--- config.mk ---
export PLATFORM = sky130hd
export DESIGN_NAME = windowed_send_rate_limiter
export DESIGN_NICKNAME = d
export VERILOG_FILES = /design/src/design/wsrl_pkg.sv /design/src/design/windowed_send_rate_limiter.sv
export SDC_FILE = /design/constraint.sdc
export NUM_CORES = 2
export LEC_CHECK = 0
export BUFFER_PORTS_ARGS = -buffer_cell sky130_fd_sc_hd__buf_2
export CAP_MARGIN = 20
export CORE_MARGIN = 5
export CORE_UTILIZATION = 40
export CTS_BUF_LIST = sky130_fd_sc_hd__clkbuf_8
export DETAILED_ROUTE_END_ITERATION = 8
export SLEW_MARGIN = 20
export SYNTH_ARGS = -nofsm -noshare
export SYNTH_HDL_FRONTEND = slang
export SYNTH_SLANG_ARGS = --single-unit
--- constraint.sdc ---
create_clock -name i_clk -period 6.4 [get_ports i_clk]
set_input_delay 0.64 -clock i_clk [delete_from_list [all_inputs] [get_ports i_clk]]
set_output_delay 0.64 -clock i_clk [all_outputs]
set_load 0.02 [all_outputs]
--- src/design/wsrl_pkg.sv ---
// shared constants and codes for the windowed send rate limiter
// no dependencies; imported by windowed_send_rate_limiter, wsrl_checker and the testbench
package wsrl_pkg;

    localparam int WINDOW_DEF   = 10;
    localparam int RATE_W       = 20;
    localparam int SIZE_W       = 16;
    localparam int TIME_W       = 32;
    localparam int CNT_W        = 32;
    localparam int SPACE_W      = 26;
    localparam int ALU_W        = 33;
    localparam int MOD_STEPS    = 2;

    typedef enum logic [1:0] {
        FN_CHECK  = 2'd0,
        FN_RECORD = 2'd1,
        FN_GATE   = 2'd2,
        FN_NONE   = 2'd3
    } t_func;

endpackage

--- src/design/windowed_send_rate_limiter.sv ---
// windowed send rate limiter: ring of sent sizes, drop counter, send spacing
// uses wsrl_pkg for widths and function codes
//
//  channel  direction  handshake                    payload
//  in       to block   i_in_valid / o_in_stall      i_func i_frame_number i_now_ms i_sent_bytes
//  out      from block o_out_valid / i_out_stall    o_drop_frame o_may_send
//                                                   o_suppressed_total o_spacing_ms
//  cfg      to block   i_cfg_valid / o_cfg_ready    i_cfg_byte_rate
//
// one transaction at a time; a frame check is paced by the window sweep through the shared
// add/sub unit; a record by the 26-step divider on the same unit; the ring slot comes from
// a reciprocal multiply, a quotient step and then a remainder step
// a gate query is a subtract then a compare; a check or record with rate 0, or an unused code, goes straight to finish
// synchronous active-low reset clears rate, counters, ring valid bits and control
// a finished result waits in the output register while the next transaction is taken
module windowed_send_rate_limiter
    import wsrl_pkg::*;
#(
    parameter int WINDOW = WINDOW_DEF
) (
    input  logic               i_clk,
    input  logic               i_rst_n,
    input  logic               i_in_valid,
    output logic               o_in_stall,
    input  logic [1:0]         i_func,
    input  logic [TIME_W-1:0]  i_frame_number,
    input  logic [TIME_W-1:0]  i_now_ms,
    input  logic [SIZE_W-1:0]  i_sent_bytes,
    output logic               o_out_valid,
    input  logic               i_out_stall,
    output logic               o_drop_frame,
    output logic               o_may_send,
    output logic [CNT_W-1:0]   o_suppressed_total,
    output logic [SPACE_W-1:0] o_spacing_ms,
    input  logic               i_cfg_valid,
    output logic               o_cfg_ready,
    input  logic [RATE_W-1:0]  i_cfg_byte_rate
);

    // ceil(2^(TIME_W + sh) / w), exact quotient for every frame number
    function automatic logic [TIME_W:0] recip_of(input int w, input int sh);
        logic [71:0] num;
        num = 72'(1) << (TIME_W + sh);
        return (TIME_W + 1)'((num + 72'(w - 1)) / 72'(w));
    endfunction

    localparam int IW = (WINDOW > 1) ? $clog2(WINDOW) : 1;
    localparam logic [IW:0]   WIN_V    = (IW + 1)'(WINDOW);
    localparam logic [IW-1:0] WIN_LAST = IW'(WINDOW - 1);
    localparam int RSH = $clog2(WINDOW);
    localparam logic [TIME_W:0] RECIP = recip_of(WINDOW, RSH);
    localparam int MCW = $clog2(MOD_STEPS + 1);
    localparam logic [MCW-1:0] MOD_START = MCW'(MOD_STEPS);
    localparam int DCW = $clog2(SPACE_W);
    localparam logic [DCW-1:0] DIV_LAST = DCW'(SPACE_W - 1);

    typedef enum logic [3:0] {
        S_IDLE,
        S_SUM,
        S_SUM_END,
        S_CMP,
        S_DIV,
        S_ELAP,
        S_GATE,
        S_SLOT,
        S_FIN
    } t_state;

    t_state               r_state;
    t_func                r_func;
    logic [RATE_W-1:0]    r_rate;
    logic [TIME_W-1:0]    r_last;
    logic [SPACE_W-1:0]   r_spacing;
    logic [CNT_W-1:0]     r_drop_cnt;
    logic [TIME_W-1:0]    r_now;
    logic [SIZE_W-1:0]    r_size;
    logic [TIME_W-1:0]    r_frame;
    logic [MCW-1:0]       r_mod_cnt;
    logic [IW-1:0]        r_quo;
    logic [IW-1:0]        r_mod;
    logic [IW-1:0]        r_idx;
    logic                 r_rd_live;
    logic                 r_rd_vld;
    logic [SIZE_W-1:0]    r_rd_data;
    logic [TIME_W-1:0]    r_acc;
    logic [RATE_W-1:0]    r_rem;
    logic [SPACE_W-1:0]   r_dvd;
    logic [DCW-1:0]       r_dcnt;
    logic                 r_drop;
    logic                 r_may;
    logic [WINDOW-1:0]    r_vld;
    logic [SIZE_W-1:0]    r_ring [WINDOW];
    logic                 r_out_valid;
    logic                 r_o_drop;
    logic                 r_o_may;
    logic [CNT_W-1:0]     r_o_total;
    logic [SPACE_W-1:0]   r_o_spacing;

    logic [ALU_W-1:0]     alu_a;
    logic [ALU_W-1:0]     alu_b;
    logic                 alu_sub;
    logic [ALU_W-1:0]     alu_res;
    logic                 alu_borrow;
    logic [2*TIME_W:0]    mod_prod;
    logic [2*IW:0]        quo_w;
    logic                 mod_done;
    logic [RATE_W:0]      rem_sh;
    logic [SPACE_W-1:0]   size_k;
    logic                 in_acc;
    logic                 out_free;
    logic                 ring_we;

    assign in_acc   = i_in_valid && !o_in_stall;
    assign out_free = !r_out_valid || !i_out_stall;
    assign mod_done = (r_mod_cnt == '0);
    assign ring_we  = (r_state == S_SLOT) && mod_done && (r_func == FN_RECORD);

    // ring slot: quotient by reciprocal multiply, remainder from its low bits
    assign mod_prod = (2*TIME_W+1)'(r_frame) * (2*TIME_W+1)'(RECIP);
    assign quo_w    = (2*IW+1)'(r_quo) * (2*IW+1)'(WIN_V);

    // size * 1000 as shifts
    assign size_k = (SPACE_W'(i_sent_bytes) << 10) - (SPACE_W'(i_sent_bytes) << 4)
                  - (SPACE_W'(i_sent_bytes) << 3);

    assign rem_sh = {r_rem, r_dvd[SPACE_W-1]};

    // shared add/sub unit
    always_comb begin
        alu_a   = '0;
        alu_b   = '0;
        alu_sub = 1'b0;
        case (r_state)
            S_SUM, S_SUM_END: begin
                alu_a = ALU_W'(r_acc);
                alu_b = r_rd_vld ? ALU_W'(r_rd_data) : '0;
            end
            S_CMP: begin
                alu_a   = ALU_W'(r_rate);
                alu_b   = ALU_W'(r_acc);
                alu_sub = 1'b1;
            end
            S_DIV: begin
                alu_a   = ALU_W'(rem_sh);
                alu_b   = ALU_W'(r_rate);
                alu_sub = 1'b1;
            end
            S_ELAP: begin
                alu_a   = ALU_W'(r_now);
                alu_b   = ALU_W'(r_last);
                alu_sub = 1'b1;
            end
            S_GATE: begin
                alu_a   = ALU_W'(r_acc);
                alu_b   = ALU_W'(r_spacing);
                alu_sub = 1'b1;
            end
            S_SLOT: begin
                alu_a = ALU_W'(r_drop_cnt);
                alu_b = ALU_W'(1);
            end
            default: begin
                alu_a   = '0;
                alu_b   = '0;
                alu_sub = 1'b0;
            end
        endcase
    end

    assign alu_res    = alu_a + (alu_sub ? ~alu_b : alu_b) + ALU_W'(alu_sub);
    assign alu_borrow = alu_res[ALU_W-1];

    // ring storage
    always_ff @(posedge i_clk) begin
        if (ring_we) begin
            r_ring[r_mod] <= r_size;
        end
        r_rd_data <= r_ring[r_idx];
    end

    always_ff @(posedge i_clk) begin
        if (!i_rst_n) begin
            r_state     <= S_IDLE;
            r_func      <= FN_NONE;
            r_rate      <= '0;
            r_last      <= '0;
            r_spacing   <= '0;
            r_drop_cnt  <= '0;
            r_mod_cnt   <= '0;
            r_vld       <= '0;
            r_rd_live   <= 1'b0;
            r_rd_vld    <= 1'b0;
            r_drop      <= 1'b0;
            r_may       <= 1'b0;
            r_out_valid <= 1'b0;
            r_o_drop    <= 1'b0;
            r_o_may     <= 1'b0;
            r_o_total   <= '0;
            r_o_spacing <= '0;
        end else begin
            if (i_cfg_valid) begin
                r_rate <= i_cfg_byte_rate;
            end
            if ((r_state == S_FIN) && out_free) begin
                r_out_valid <= 1'b1;
            end else if (!i_out_stall) begin
                r_out_valid <= 1'b0;
            end
            if (!mod_done && !in_acc) begin
                if (r_mod_cnt == MOD_START) begin
                    r_quo <= mod_prod[TIME_W+RSH +: IW];
                end else begin
                    r_mod <= r_frame[IW-1:0] - quo_w[IW-1:0];
                end
                r_mod_cnt <= r_mod_cnt - MCW'(1);
            end
            r_rd_vld <= r_vld[r_idx];

            case (r_state)
                S_IDLE: begin
                    if (in_acc) begin
                        r_func    <= t_func'(i_func);
                        r_frame   <= i_frame_number;
                        r_now     <= i_now_ms;
                        r_size    <= i_sent_bytes;
                        r_mod     <= '0;
                        r_mod_cnt <= MOD_START;
                        r_idx     <= '0;
                        r_acc     <= '0;
                        r_rd_live <= 1'b0;
                        r_drop    <= 1'b0;
                        r_may     <= 1'b0;
                        r_rem     <= '0;
                        r_dvd     <= size_k;
                        r_dcnt    <= '0;
                        case (t_func'(i_func))
                            FN_CHECK: begin
                                r_state <= (r_rate == '0) ? S_FIN : S_SUM;
                            end
                            FN_RECORD: begin
                                r_last <= i_now_ms;
                                if (r_rate == '0) begin
                                    r_spacing <= '0;
                                    r_state   <= S_FIN;
                                end else begin
                                    r_state <= S_DIV;
                                end
                            end
                            FN_GATE: begin
                                r_state <= S_ELAP;
                            end
                            default: begin
                                r_state <= S_FIN;
                            end
                        endcase
                    end
                end
                S_SUM: begin
                    r_rd_live <= 1'b1;
                    if (r_rd_live) begin
                        r_acc <= alu_res[TIME_W-1:0];
                    end
                    if (r_idx == WIN_LAST) begin
                        r_state <= S_SUM_END;
                    end else begin
                        r_idx <= r_idx + IW'(1);
                    end
                end
                S_SUM_END: begin
                    r_acc   <= alu_res[TIME_W-1:0];
                    r_state <= S_CMP;
                end
                S_CMP: begin
                    r_drop  <= alu_borrow;
                    r_state <= S_SLOT;
                end
                S_DIV: begin
                    if (!alu_borrow) begin
                        r_rem <= alu_res[RATE_W-1:0];
                    end else begin
                        r_rem <= rem_sh[RATE_W-1:0];
                    end
                    r_dvd  <= {r_dvd[SPACE_W-2:0], !alu_borrow};
                    r_dcnt <= r_dcnt + DCW'(1);
                    if (r_dcnt == DIV_LAST) begin
                        r_state <= S_SLOT;
                    end
                end
                S_ELAP: begin
                    r_acc   <= alu_res[TIME_W-1:0];
                    r_state <= S_GATE;
                end
                S_GATE: begin
                    r_may   <= !alu_borrow;
                    r_state <= S_FIN;
                end
                S_SLOT: begin
                    if (mod_done) begin
                        if (r_func == FN_RECORD) begin
                            r_vld[r_mod] <= 1'b1;
                            r_spacing    <= r_dvd;
                        end else if (r_drop) begin
                            r_vld[r_mod] <= 1'b0;
                            r_drop_cnt   <= alu_res[CNT_W-1:0];
                        end
                        r_state <= S_FIN;
                    end
                end
                S_FIN: begin
                    if (out_free) begin
                        r_o_drop    <= r_drop && (r_func == FN_CHECK);
                        r_o_may     <= r_may && (r_func == FN_GATE);
                        r_o_total   <= r_drop_cnt;
                        r_o_spacing <= r_spacing;
                        r_state     <= S_IDLE;
                    end
                end
                default: begin
                    r_state <= S_IDLE;
                end
            endcase
        end
    end

    assign o_in_stall         = (r_state != S_IDLE);
    assign o_out_valid        = r_out_valid;
    assign o_drop_frame       = r_o_drop;
    assign o_may_send         = r_o_may;
    assign o_suppressed_total = r_o_total;
    assign o_spacing_ms       = r_o_spacing;
    assign o_cfg_ready        = 1'b1;

`ifndef SYNTH
    a_busy_after_accept: assert property (@(posedge i_clk) disable iff (!i_rst_n)
        in_acc |=> o_in_stall)
        else $error("accepted transaction did not stall input");

    a_rem_below_rate: assert property (@(posedge i_clk) disable iff (!i_rst_n)
        (r_state == S_DIV) |-> (r_rem < r_rate))
        else $error("divider remainder out of range");

    a_slot_in_range: assert property (@(posedge i_clk) disable iff (!i_rst_n)
        (r_state == S_SLOT) && mod_done |-> (IW + 1)'(r_mod) < WIN_V)
        else $error("ring slot outside window");

    a_drop_counts: assert property (@(posedge i_clk) disable iff (!i_rst_n)
        (r_state == S_SLOT) && mod_done && (r_func == FN_CHECK) && r_drop
        |=> r_drop_cnt == $past(r_drop_cnt) + CNT_W'(1))
        else $error("drop not counted");

    a_no_drop_unlimited: assert property (@(posedge i_clk) disable iff (!i_rst_n)
        (r_state == S_FIN) && (r_func == FN_CHECK) && (r_rate == '0) |-> !r_drop)
        else $error("drop reported with unlimited rate");
`endif

endmodule

=== Word level (Yosys, flattened, before mapping) ===
Memory sizes are Yosys's and may differ from the RTL's. A register that Yosys moved wholly into a read port is not among the register bits.
Index checks and enable logic that the tools add are counted.

* Memories kept: 1
* Bits of input ports: 107
* Logic and storage cells: 173
* Bits in registers: 368
* Memory bits (writable): 160

{| class="wikitable"
|+ Memories
! memory !! words !! width !! read ports !! clocked after memory_dff !! wr ports !! line !! source
|-
| r_ring || 10 || 16 || 1 || 1 || 1 || windowed_send_rate_limiter.sv:92 || <nowiki>logic [SIZE_W-1:0] r_ring [WINDOW];</nowiki>
|}

* Magnitude comparators: 3
* Multiplexer cells: 54
* Bitwise gates (word level): 5
* Reductions and logical operators: 47
* Multipliers: 2
* Equal/unequal tests: 26
* $add $sub $neg: 8

{| class="wikitable"
|+ Operator list
! cell !! number
|-
| 32-bit case mux with 6 select lines || 1
|-
| 32-bit case mux with 5 select lines || 1
|-
| 26-bit two-way mux || 6
|-
| 26-bit case mux with 2 select lines || 2
|-
| 32-bit case mux with 3 select lines || 1
|-
| 32-bit two-way mux || 2
|-
| 4-bit two-way mux || 13
|-
| 20-bit two-way mux || 2
|-
| 20-bit case mux with 2 select lines || 1
|-
| 32-bit by 32-bit multiplier with 39-bit output (second input constant) || 1
|-
| 4-bit case mux with 9 select lines || 1
|-
| 33-bit by 1-bit adder with 33-bit output || 1
|-
| 33-bit adder || 1
|-
| 33-bit two-way mux || 1
|-
| 33-bit inverter || 1
|-
| 26-bit by 19-bit subtractor with 26-bit output || 1
|-
| 26-bit by 20-bit subtractor with 26-bit output || 1
|-
| 20-bit logical NOT || 1
|-
| 10-bit two-way mux || 2
|-
| 4-bit by 3-bit == test with 1-bit output (second input constant) || 4
|-
| 16-bit two-way mux || 1
|-
| 2-bit inequality test (second input constant) || 8
|-
| 3-bit AND reduction || 5
|-
| 4-bit case mux with 3 select lines || 1
|-
| 41 further kinds || 86
|}

=== Depth between registers and ports, before layout ===
* Word-level depth: 9
* Gate-level depth with buffers: 25
* Gate-level depth less buffers: 25

=== Worst setup path after synthesis ===
Ideal clock, no wire load.

* Path kind: reg2reg
* Start point: reg r_frame[17]
* End point: reg r_quo[2], data pin
* Cell stages (with the launch flop): 24
* Data arrival time: 6006 ps
* Setup slack: 134 ps
* Period minus slack after synthesis: 6266 ps
* Library setup time: 260 ps
* Data required time: 6140 ps
* Path through: edfxtp_1 ha_1 inv_1 fa_1 inv_1 fa_1 inv_1 fa_1 inv_1 fa_1 fa_1 fa_1 inv_1 fa_1 inv_1 ha_1 and3_1 nand4_1 or3_1 a211oi_1 o21a_1 o21a_1 nor2_1 xnor2_1

* Word-level cells in the longest chain between the ends: 1

{| class="wikitable"
|+ RTL lines
! what !! line !! source
|-
| start, declared || windowed_send_rate_limiter.sv:77 || <nowiki>logic [TIME_W-1:0] r_frame;</nowiki>
|-
| start signal, assigned || windowed_send_rate_limiter.sv:223 || <nowiki>r_frame <= i_frame_number;</nowiki>
|-
| 32-bit by 32-bit multiplier with 39-bit output || windowed_send_rate_limiter.sv:119 || <nowiki>assign mod_prod = (2*TIME_W+1)'(r_frame) * (2*TIME_W+1)'(RECIP);</nowiki>
|-
| named net mod_prod[38] || windowed_send_rate_limiter.sv:104 || <nowiki>logic [2*TIME_W:0] mod_prod;</nowiki>
|-
| end signal, assigned || windowed_send_rate_limiter.sv:211 || <nowiki>r_quo <= mod_prod[TIME_W+RSH +: IW];</nowiki>
|-
| end, declared || windowed_send_rate_limiter.sv:79 || <nowiki>logic [IW-1:0] r_quo;</nowiki>
|}

The timed path passes the listed nets, and every way through them passes these cells.
A chain may end at the register's enable or synchronous reset.

=== Final worst setup path ===
* Start point: reg r_frame[10]
* End point: reg r_quo[2], data pin

The elaborated chain is that of the path after synthesis.

==> results.tsv <==
metric	value	unit
DP HPWL	74.50	mm
Die Span X	303.7	um
CTS tree	yes	
outcome	finished with violations	
Vias	24540	
critical path endpoint category	flop	
top_reg_cell synth	edfxtp_1	
Worst EP arrival	6.99	ns
Critical-path top delay cell	fa_1	
post-route setup slack	-0.1494	ns
Post-Syn Nets	3848	
Cells after Synth	3210	
CTS Buf Count	94	
WL final	98.89	mm
largest net degree at the start of global routing	84	
startpoint types	flop	
Routed WL per cell	20.87	um
Final Util	46.74	%
routed vias/inst	5.180	
kind of critical path	reg2reg	
Min-Delay Endpoint	r_now[25]	
area of the core	85410	um^2
initial antenna violation count	8	
DRC violations left	0	
clock sinks	543	
Tcrit/Tclk final	102.3	%
CP required	6.84	ns
area leader, netlist	edfxtp_1	
Nets	4150	
synth top area cells	edfxtp_1 (29%), fa_1 (15%), dfxtp_1 (12%)	
sequential share of the synthesized area	41.21	%
Synth Area in Compound Gates	10.74	%
DRT Pass-1 Iters	5	
Simple-Gate Fraction of Synth Area	9.276	%
largest family of logic cells by synthesized area	adder cells	
#FFs+latches synth	543	
buffers added on ports	168	
Max FO, Critical Path	4	
area delta synth->final	15.74	%
distinct cell type count after synthesis	78	
number of enable flip-flop cells after synthesis	334	
R2R Setup Slk	-0.15	ns
Layout Cells excl Fill	4738	
Placement Setup Slack	-0.2061	ns
minimum clock period	6.549	ns
num rows	107	
XOR/XNOR share of the synthesized area	2.434	%
reg-to-reg critical path startpoint	r_frame[10]	
critical path buffer and inverter count	3	
RSZ-0062 raised after global routing	yes	
Max Cap Viol	0	
Initial Utilization	40.38	%
DRT iter0 DRCs	2068	
remaining global-route overflow	0	
Setup Viol. Count Final	2	
Die Height	303.7	um
first-pass GRT wire length	151.4	mm
total of warnings raised by yosys	0	
CP top delay family	adder cells	
CP peak stage delay	0.55	ns
clock slew at reported path FFs	0.06	ns
mux cell area share after synthesis	4.074	%
Clock Skew	0.05013	ns
Die ar.	92200	um^2
cell mode on critical path	fa_1	
FF-to-FF End	r_quo[2]	
hold path depth	1	
Setup TNS	-0.2562	ns
Final Hold Viols	0	
Max Transition Viols Final	0	
antenna-violating nets left	0	
Root Driver	clkbuf_8	
worst-path cell chain	ha_1 > xor2_1 > ha_1 > a21oi_2 > fa_1 > fa_1 > inv_1 > fa_1 > fa_1 > fa_1 > inv_1 > fa_1 > inv_1 > ha_1 > and3_1 > nand3_1 > or3_1 > a211oi_2 > o21a_1 > o21a_1 > nor2_1 > xnor2_1	
Worst-Margin Slew	1.095	ns
clk_lat worst skew	0.71	ns
# H-tree levels	3	
# fillers	8068	
Async SR Flop Fraction	0	%
Worst slew margin	26.99	%
# IOs	170	
Mapped Area	34490	um^2
number of global-route vias before repair	24810	
failing checks	negative setup slack	
GRT Total Usage	21.06	%
worst min-delay path class	in2reg	
Hold Startpoint	i_now_ms[25]	
syn avg cell area	10.75	um^2
R2R depth	22	
routability-driven placement congestion ratio	0.9101	
fraction of layout cells with a size suffix above 1	16.41	%
Longest Clk Path Bufs	3	
# placed instances	4541	
Fmax	0.1527	GHz
Adder-Cell Fraction of Synth Area	25.07	%
Synth top area share	29.08	%
-- state kept, by name, summed over array words and instances, names as in the netlist, 20 cells and up, named ones only --
name and cells:
r_frame 32, r_drop_cnt 32, r_now 32, r_dvd 26, r_spacing 26, o_spacing_ms 26
o_suppressed_total 32, r_last 32, r_rate 20, r_acc 32, r_rem 20, r_ring 160
-- per-stage QoR --
step | hold slack, ns | area, um^2
2_1_floorplan | 0.4328 | 34490
5_1_grt | 0.06553 | 39920
3_5_place_dp | 0.4442 | 37540
4_1_cts | 0.05505 | 39620
3_3_place_gp | 0.4384 | 37540
6_report | 0.1251 | 39920
-- worst max-delay path by stage --
stage	startpoint	endpoint	slack (ns)	cells past startpoint
after floorplan	r_frame[17]	r_quo[2]	0.13	23
after global placement	r_frame[17]	r_quo[2]	-0.11	23
after detailed placement	r_frame[18]	r_quo[2]	-0.21	23
after CTS	r_frame[18]	r_quo[2]	-0.11	23
after global routing	r_frame[20]	r_quo[2]	-0.38	24
final	r_frame[10]	r_quo[2]	-0.15	22
-- layout by cell type, fill, tap and decap left out, types with 8 or more instances in the layout --
master / synthesis / final
a211oi_1: 23 / 22
a21boi_0: 8 / 8
a21o_1: 35 / 35
a21oi_1: 248 / 243
a221oi_1: 11 / 11
a222oi_1: 18 / 18
a22oi_1: 68 / 68
a31oi_1: 8 / 8
a32o_1: 15 / 15
and2_1: 28 / 28
buf_2: 6 / 168
buf_4: 2 / 169
clkbuf_8: 0 / 116
clkinv_2: 0 / 11
dfxtp_1: 209 / 209
edfxtp_1: 334 / 334
fa_1: 267 / 265
ha_1: 264 / 245
ha_4: 0 / 15
inv_1: 518 / 540
inv_2: 1 / 9
mux2i_1: 59 / 59
mux4_2: 34 / 34
nand2_1: 319 / 319
nand2b_1: 15 / 15
nand3_1: 68 / 67
nand4_1: 16 / 16
nor2_1: 182 / 175
nor2b_1: 14 / 14
nor3_1: 21 / 17
nor3b_1: 9 / 8
nor4_1: 8 / 8
o21a_1: 33 / 33
o21ai_0: 49 / 48
o21bai_1: 12 / 12
xnor2_1: 59 / 59
xor2_1: 35 / 35
-- final cells by class --
type                            instances  area (um^2)  area share (%)
Timing Repair Buffer                  341         2181           5.463
Antenna cell                            4        10.01         0.02507
Tap cell                             1144         1431           3.585
Inverter                              519         1958           4.905
Clock inverter                         58        392.9          0.9841
Multi-Input combinational cell       2013        18140           45.44
Sequential cell                       543        14210           35.60
Clock buffer                          116         1597           3.999
-- synthesized netlist by cell type, drive strengths merged (52+ instances only) --
cell type and instances:
mux2i 59, fa 267, dfxtp 209, nand2 319, clkbuf 117, o21ai 52
nor2 182, inv 519, a21oi 248, nand3 69, a22oi 68, xnor2 60
ha 264, edfxtp 334
-- cell families after synthesis --
| group | after synthesis |
|---|---|
| and+or+nand+nor | 719 |
| AOI/OAI and AO/OA | 570 |
| DFF | 543 |
| adders and majority gates | 531 |
| muxes | 97 |
| buffers and inverters | 654 |
| xor gates and xnor gates | 95 |
| other | 1 |
-- metal layers --
layer | track usage, % | up-vias | part of all wire [%]
li1 | - | 11510 | -
met1 | 30.01 | 12080 | 45
met2 | 32.75 | 795 | 45
met3 | 4.712 | 152 | 7.8
met4 | 5.583 | 6 | 2.7
met5 | 0 | - | 0.034
-- what timing repair did --
item,in CTS,in global routing
hold buffers,0,0
pin swaps,1,25
endpoints found under the setup margin,3,3
setup buffers,5,14
gates resized for setup,8,36
Power is not shown: default switching activity piles up to over one toggle a cycle in this logic, so the estimate is an artifact.
